[config.mk]
export PLATFORM = sky130hd
export DESIGN_NAME = sensor_dump_edge_detector_top
export DESIGN_NICKNAME = d
export VERILOG_FILES = /design/src/design/sdet_pkg.sv /design/src/design/sdet_front.sv /design/src/design/sdet_queue.sv /design/src/design/sdet_back.sv /design/src/design/sensor_dump_edge_detector_top.sv
export SDC_FILE = /design/constraint.sdc
export NUM_CORES = 1
export LEC_CHECK = 0
export ABC_CLOCK_PERIOD_IN_PS = 2900
export BUFFER_PORTS_ARGS = -buffer_cell sky130_fd_sc_hd__buf_2
export CAP_MARGIN = 25
export CELL_PAD_IN_SITES_DETAIL_PLACEMENT = 0
export CELL_PAD_IN_SITES_GLOBAL_PLACEMENT = 2
export CORE_MARGIN = 1
export CORE_UTILIZATION = 44
export CTS_CLUSTER_SIZE = 16
export DETAILED_ROUTE_END_ITERATION = 7
export GPL_TIMING_DRIVEN = 0
export PLACE_DENSITY = 0.76
export SYNTH_ARGS = -nofsm -noshare
export SYNTH_HDL_FRONTEND = slang
export SYNTH_SLANG_ARGS = --single-unit
[constraint.sdc]
create_clock -name clk -period 2.9 [get_ports clk]
set_input_delay 0.58 -clock clk [delete_from_list [all_inputs] [get_ports clk]]
set_output_delay 0.58 -clock clk [all_outputs]
set_load 0.05 [all_outputs]
[src/design/sdet_pkg.sv]
`default_nettype none

package sdet_pkg;

    localparam int MODULES_DEFAULT = 5;
    localparam int QUEUE_DEPTH     = 2;
    localparam int BYTE_W          = 8;
    localparam int ID_W            = 8;
    localparam int MODULE_W        = 4;

    typedef struct packed {
        logic [BYTE_W-1:0]   fell;
        logic [MODULE_W-1:0] module_num;
        logic                odd;
        logic                done;
    } sdet_entry_t;

    typedef struct packed {
        logic valid;
        logic full;
    } sdet_q_status_t;

endpackage

`default_nettype wire

[src/design/sdet_front.sv]
`default_nettype none

module sdet_front #(
    parameter int MODULES = sdet_pkg::MODULES_DEFAULT
) (
    input  wire logic                       clk,
    input  wire logic                       rst_n,
    input  wire logic                       push,
    input  wire logic [sdet_pkg::BYTE_W-1:0] data_byte,
    output logic                            full,
    input  wire sdet_pkg::sdet_q_status_t   q_status,
    output logic                            q_push,
    output sdet_pkg::sdet_entry_t           q_entry
);

    localparam int DUMP_BYTES = 2 * MODULES;
    localparam int PW         = $clog2(DUMP_BYTES);

    logic [PW-1:0]                 pos_reg;
    logic [PW-1:0]                 pos_next;
    logic [sdet_pkg::BYTE_W-1:0]   prev_reg [DUMP_BYTES];
    logic                          accept;
    logic                          done;
    logic [sdet_pkg::BYTE_W-1:0]   fell;

    assign full   = q_status.full;
    assign accept = push && !q_status.full;
    assign done   = (pos_reg == PW'(DUMP_BYTES - 1));
    assign fell   = prev_reg[pos_reg] & ~data_byte;

    always_comb
    begin
        if (done)
        begin
            pos_next = '0;
        end
        else
        begin
            pos_next = pos_reg + 1'b1;
        end
    end

    assign q_push             = accept && ((fell != '0) || done);
    assign q_entry.fell       = fell;
    assign q_entry.module_num = sdet_pkg::MODULE_W'(pos_reg >> 1);
    assign q_entry.odd        = pos_reg[0];
    assign q_entry.done       = done;

    always_ff @(posedge clk or negedge rst_n)
    begin
        if (!rst_n)
        begin
            pos_reg <= '0;
            for (int i = 0; i < DUMP_BYTES; i++)
            begin
                prev_reg[i] <= '0;
            end
        end
        else if (accept)
        begin
            pos_reg           <= pos_next;
            prev_reg[pos_reg] <= data_byte;
        end
    end

endmodule

`default_nettype wire

[src/design/sdet_queue.sv]
`default_nettype none

module sdet_queue #(
    parameter int DEPTH = sdet_pkg::QUEUE_DEPTH
) (
    input  wire logic                   clk,
    input  wire logic                   rst_n,
    input  wire logic                   wr_en,
    input  wire sdet_pkg::sdet_entry_t  wr_entry,
    input  wire logic                   rd_en,
    output sdet_pkg::sdet_entry_t       rd_entry,
    output sdet_pkg::sdet_q_status_t    status
);

    localparam int AW = (DEPTH > 1) ? $clog2(DEPTH) : 1;
    localparam int CW = $clog2(DEPTH + 1);

    sdet_pkg::sdet_entry_t mem_reg [DEPTH];
    logic [AW-1:0]         wr_ptr_reg;
    logic [AW-1:0]         rd_ptr_reg;
    logic [CW-1:0]         count_reg;
    logic [AW-1:0]         wr_ptr_next;
    logic [AW-1:0]         rd_ptr_next;
    logic [CW-1:0]         count_next;
    logic                  do_wr;
    logic                  do_rd;

    assign status.valid = (count_reg != '0);
    assign status.full  = (count_reg == CW'(DEPTH));
    assign do_wr        = wr_en && !status.full;
    assign do_rd        = rd_en && status.valid;
    assign rd_entry     = mem_reg[rd_ptr_reg];

    always_comb
    begin
        wr_ptr_next = wr_ptr_reg;
        rd_ptr_next = rd_ptr_reg;
        count_next  = count_reg;
        if (do_wr)
        begin
            wr_ptr_next = (wr_ptr_reg == AW'(DEPTH - 1)) ? '0 : wr_ptr_reg + 1'b1;
        end
        if (do_rd)
        begin
            rd_ptr_next = (rd_ptr_reg == AW'(DEPTH - 1)) ? '0 : rd_ptr_reg + 1'b1;
        end
        if (do_wr && !do_rd)
        begin
            count_next = count_reg + 1'b1;
        end
        else if (do_rd && !do_wr)
        begin
            count_next = count_reg - 1'b1;
        end
    end

    always_ff @(posedge clk or negedge rst_n)
    begin
        if (!rst_n)
        begin
            wr_ptr_reg <= '0;
            rd_ptr_reg <= '0;
            count_reg  <= '0;
        end
        else
        begin
            wr_ptr_reg <= wr_ptr_next;
            rd_ptr_reg <= rd_ptr_next;
            count_reg  <= count_next;
        end
    end

    always_ff @(posedge clk)
    begin
        if (do_wr)
        begin
            mem_reg[wr_ptr_reg] <= wr_entry;
        end
    end

endmodule

`default_nettype wire

[src/design/sdet_back.sv]
`default_nettype none

module sdet_back (
    input  wire logic                       clk,
    input  wire logic                       rst_n,
    input  wire sdet_pkg::sdet_q_status_t   q_status,
    input  wire sdet_pkg::sdet_entry_t      q_entry,
    output logic                            q_pop,
    input  wire logic                       pop,
    output logic                            empty,
    output logic                            has_sensor,
    output logic [sdet_pkg::ID_W-1:0]       sensor_num,
    output logic                            dump_complete,
    output logic                            last
);

    logic                                busy_reg;
    logic                                busy_next;
    logic [sdet_pkg::BYTE_W-1:0]         mask_reg;
    logic [sdet_pkg::BYTE_W-1:0]         mask_next;
    logic [sdet_pkg::MODULE_W-1:0]       module_reg;
    logic                                odd_reg;
    logic                                done_reg;
    logic                                out_valid_reg;
    logic                                out_valid_next;
    logic                                out_has_reg;
    logic [sdet_pkg::ID_W-1:0]           out_id_reg;
    logic                                out_done_reg;
    logic                                out_last_reg;
    logic                                advance;
    logic                                emit_has;
    logic [sdet_pkg::ID_W-1:0]           emit_id;
    logic                                emit_last;
    logic [2:0]                          low_idx;
    logic [sdet_pkg::BYTE_W-1:0]         mask_clr;
    logic                                finishing;

    // lowest set bit of the working mask
    always_comb
    begin
        low_idx = '0;
        for (int i = sdet_pkg::BYTE_W - 1; i >= 0; i--)
        begin
            if (mask_reg[i])
            begin
                low_idx = 3'(i);
            end
        end
    end

    assign mask_clr  = mask_reg & (mask_reg - 1'b1);
    assign emit_has  = (mask_reg != '0);
    assign emit_id   = emit_has ? {module_reg, odd_reg, ~low_idx} : '0;
    assign emit_last = emit_has ? (mask_clr == '0) : 1'b1;

    assign advance   = !out_valid_reg || pop;
    assign finishing = busy_reg && advance && emit_last;
    assign q_pop     = q_status.valid && (!busy_reg || finishing);

    always_comb
    begin
        busy_next = busy_reg;
        mask_next = mask_reg;
        if (busy_reg && advance)
        begin
            mask_next = mask_clr;
        end
        if (q_pop)
        begin
            busy_next = 1'b1;
            mask_next = q_entry.fell;
        end
        else if (finishing)
        begin
            busy_next = 1'b0;
        end
    end

    always_comb
    begin
        out_valid_next = out_valid_reg;
        if (advance)
        begin
            out_valid_next = busy_reg;
        end
    end

    always_ff @(posedge clk or negedge rst_n)
    begin
        if (!rst_n)
        begin
            busy_reg      <= 1'b0;
            out_valid_reg <= 1'b0;
        end
        else
        begin
            busy_reg      <= busy_next;
            out_valid_reg <= out_valid_next;
        end
    end

    always_ff @(posedge clk)
    begin
        mask_reg <= mask_next;
        if (q_pop)
        begin
            module_reg <= q_entry.module_num;
            odd_reg    <= q_entry.odd;
            done_reg   <= q_entry.done;
        end
        if (busy_reg && advance)
        begin
            out_has_reg  <= emit_has;
            out_id_reg   <= emit_id;
            out_done_reg <= done_reg;
            out_last_reg <= emit_last;
        end
    end

    assign empty         = !out_valid_reg;
    assign has_sensor    = out_has_reg;
    assign sensor_num    = out_id_reg;
    assign dump_complete = out_done_reg;
    assign last          = out_last_reg;

endmodule

`default_nettype wire

[src/design/sensor_dump_edge_detector_top.sv]
// path: an accepted byte with falling bits, or a dump's last byte, passes the queue, working mask, output registers
// throughput: one byte per cycle while the queue is not full; a byte gives one id per falling bit
// a 2-entry queue between the byte classifier and the id serializer decouples them
// reset: dump position returns to 0, stored dump is cleared to zero, queue and results empty
`default_nettype none

module sensor_dump_edge_detector_top #(
    parameter int MODULES = sdet_pkg::MODULES_DEFAULT
) (
    input  wire logic                       clk,
    input  wire logic                       rst_n,
    input  wire logic                       push,
    output logic                            full,
    input  wire logic [sdet_pkg::BYTE_W-1:0] data_byte,
    output logic                            empty,
    input  wire logic                       pop,
    output logic                            has_sensor,
    output logic [sdet_pkg::ID_W-1:0]       sensor_num,
    output logic                            dump_complete,
    output logic                            last
);

    sdet_pkg::sdet_q_status_t q_status;
    sdet_pkg::sdet_entry_t    wr_entry;
    sdet_pkg::sdet_entry_t    rd_entry;
    logic                     q_push;
    logic                     q_pop;

    sdet_front #(
        .MODULES (MODULES)
    ) u_front (
        .clk       (clk),
        .rst_n     (rst_n),
        .push      (push),
        .data_byte (data_byte),
        .full      (full),
        .q_status  (q_status),
        .q_push    (q_push),
        .q_entry   (wr_entry)
    );

    sdet_queue #(
        .DEPTH (sdet_pkg::QUEUE_DEPTH)
    ) u_queue (
        .clk      (clk),
        .rst_n    (rst_n),
        .wr_en    (q_push),
        .wr_entry (wr_entry),
        .rd_en    (q_pop),
        .rd_entry (rd_entry),
        .status   (q_status)
    );

    sdet_back u_back (
        .clk           (clk),
        .rst_n         (rst_n),
        .q_status      (q_status),
        .q_entry       (rd_entry),
        .q_pop         (q_pop),
        .pop           (pop),
        .empty         (empty),
        .has_sensor    (has_sensor),
        .sensor_num    (sensor_num),
        .dump_complete (dump_complete),
        .last          (last)
    );

endmodule

`default_nettype wire

==> results.ini <==
[finish]
n_antenna_cell=0
layout_commonest_cell=dfrtp_1
multiInputGateArea_um2=2360
mostFrequentLayoutCells=89 x dfrtp_1, 88 x mux2_2, 49 x edfxtp_1, 43 x mux2i_1, 26 x nand2_1
seqCellArea_um2=3720
nFillCells=1142
largest_reg_flops=80
nNetsFinal=510
area_delta_synth_final_pct=18.1
post-route-util=0.530
layout-drive-gt1-share=0.335

[synth]
yosysTopAreaCellShare=0.363
yosysSeqAreaShare=0.600
synth_area_leaders=dfrtp_1 36%, edfxtp_1 24%, mux2_2 16%
synth_mux_area_frac=0.229
synth_area_um2=6210
synth_top_family_by_area=multiplexers
synth.net_count=467
synth-seq-cells=139
ys_types=50
synth_xor_area_frac=0.00987
ys.flop_type=dfrtp_1
synth_adder_area_share=0.00524
synth-edff-count=49
avgSynthCellArea_um2=13.7
synthArstFlopShare=0.647
yosysWarnings=0
synth_compound_gate_area_share=0.0643
synth-simple-area-share=0.0661
synth_top_area_cell=dfrtp_1
syn-instance-count=454

[timing]
maxSlewViolCount=0
holdWs_ns=0.168
finalHoldViolations=0
layout_setup_ws_ns=0.195
setup_tns_ns=0
layout_min_cycle_time_ns=2.70
slew_headroom=0.388
period_share=0.933
fin_worst_skew_ns=0.00740
setup_viol=0
fmax_mhz=370
worst_pin_slew_ns=0.914

[cts]
clock_latency_ns=0.42
cts_buffers=17
cts.sinks=139
cts.clk_slew.worst_paths_ns=0.06
cts_tree=done
clk_path_buf_depth=2
htree_levels=4
cts_root_buf=clkbuf_16

[detailed_routing]
top_layer=met4
wl_mm=13.0
wl_met2_mm=6.70
dr.pass1.iters=4
met1Wirelength_mm=5.60
detail-route-antenna-nets=0
drt-vias-per-instance=5.39
avgRoutedWirePerCell_um=18.8
drt_iter0_markers=166
drcViolationCount=0
dr_wl_met3_um=332
vias=3721

[global_routing]
globalRouteOverflowTotal=0
grt_pass1_wl_mm=20.9
grtUsageTotal=0.198
first_global_vias=3869
grt_max_degree=52
grt_antenna_before_repair=0

[worst_setup_path]
worstSetupPathType=reg -> reg
critPathArrivalTime_ns=3.04
reg2reg_from=u_front.pos_reg[0]
critPathLaunchType=register
reg2reg_depth=12
cp-end-kind=register
slowest_delay_ns=0.43
regToRegEndpoint=u_queue.count_reg[1]
crit_chain=buf_6, buf_6, mux2i_1, a22oi_1, nand3_1, nand4_1, o31ai_4, inv_1, ha_1, xor2_1, nor2_1, xor2_1
cp_slowest_cell=o31ai_4
path_max_fanout=10
r2r_setup_slack_ns=0.20
cp.required_ns=3.24

[placed_design]
place_ws_ns=-0.453
io_buffers=23
place_hpwl_mm=9.02
gp_congestion=0.818

[power_and_ir_drop]
p_leak_nw=3.09
total_power_mw=8.63
powerDensity_nw_per_um2=1180
vdd_drop_max_mv=0.526

[die]
core-area_um2=13800
dieWidth_um=121
num_rows=43
die-area_um2=14600
dieHeight_um=121
pin_count=25
initial_utilization=0.449

[min_path]
holdCritPathClass=in -> async

[run_status]
status=complete, no violations

[job]
maxCapViolations=0

worst max-delay path by stage:
stage                        from               endpoint  depth (start not counted)
2_1_floorplan  u_front.pos_reg[0]  u_queue.mem_reg[1][0]                          8
4_1_cts        u_front.pos_reg[3]  u_queue.mem_reg[1][2]                          6
3_3_place_gp   u_front.pos_reg[1]  u_queue.mem_reg[1][3]                          6
3_5_place_dp   u_front.pos_reg[1]  u_queue.mem_reg[0][3]                          6
6_report       u_front.pos_reg[0]   u_queue.count_reg[1]                         12
5_1_grt        u_front.pos_reg[1]   u_queue.count_reg[1]                         11
worst max-delay path: cells and delay by family, from the launching register on:
family	cells	cell delay, ns
AOI/OAI and AO/OA	2	0.56
buffers and inverters	3	0.51
and+or+nand+nor	3	0.45
DFF	1	0.40
xor gates and xnor gates	2	0.28
muxes	1	0.22
adders and majority gates	1	0.20
metrics by stage:
step / std cells / area [µm²]
4_1_cts: 690 / 7290
6_report: 690 / 7330
3_3_place_gp: 657 / 6550
3_5_place_dp: 658 / 6580
2_1_floorplan: 454 / 6210
5_1_grt: 690 / 7330
layer usage:
layer / vias to the layer above / GRT usage
li1: 1760 / -
met4: 0 / 0.0995
met1: 1869 / 0.237
met2: 66 / 0.337
met5: - / 0
met3: 26 / 0.0425
final cells by class:
cell class	instances	area share
clock buffer	19	0.0604
multi-input combinational	279	0.321
clock inverter	13	0.0335
tap	180	0.0307
buffer	23	0.0184
sequential	139	0.508
timing repair buffer	26	0.0218
inverter	11	0.00563
report_power, final:
part / internal [mW] / switching [mW] / total (mW)
Sequential: 2.95 / 0.447 / 3.39
Combinational: 1.27 / 1.46 / 2.73
Clock: 1.71 / 0.791 / 2.51
Total: 5.93 / 2.69 / 8.63
cells in the mapped netlist (all sizes together), types with 4 or more instances:
| master | n |
|---|---|
| nor2 | 14 |
| mux2i | 43 |
| edfxtp | 49 |
| a211oi | 7 |
| buf | 10 |
| nand2 | 26 |
| inv | 11 |
| nand2b | 5 |
| clkbuf | 15 |
| o21ai | 10 |
| nor2b | 7 |
| nand3 | 12 |
| xnor2 | 4 |
| o31ai | 11 |
| nor3 | 5 |
| a21oi | 8 |
| mux2 | 88 |
| a22oi | 8 |
| dfrtp | 90 |
cell families (layout without fill, tap and decap cells):
| kind of cell | after synthesis | after routing |
|---|---|---|
| simple gates | 82 | 82 |
| buf+inv | 36 | 92 |
| flops | 139 | 139 |
| xor+xnor | 7 | 7 |
| other cells | 1 | 1 |
| mux | 131 | 131 |
| fa+ha+maj | 3 | 3 |
| compound gates | 55 | 55 |
timing repair:
item,4_1_cts,5_1_grt
endpoints found under the setup margin,28,28
pin swaps,0,1
setup buffers,0,2
gates resized for setup,7,15
hold buffers,0,0
(Power assumes the default switching activity.)
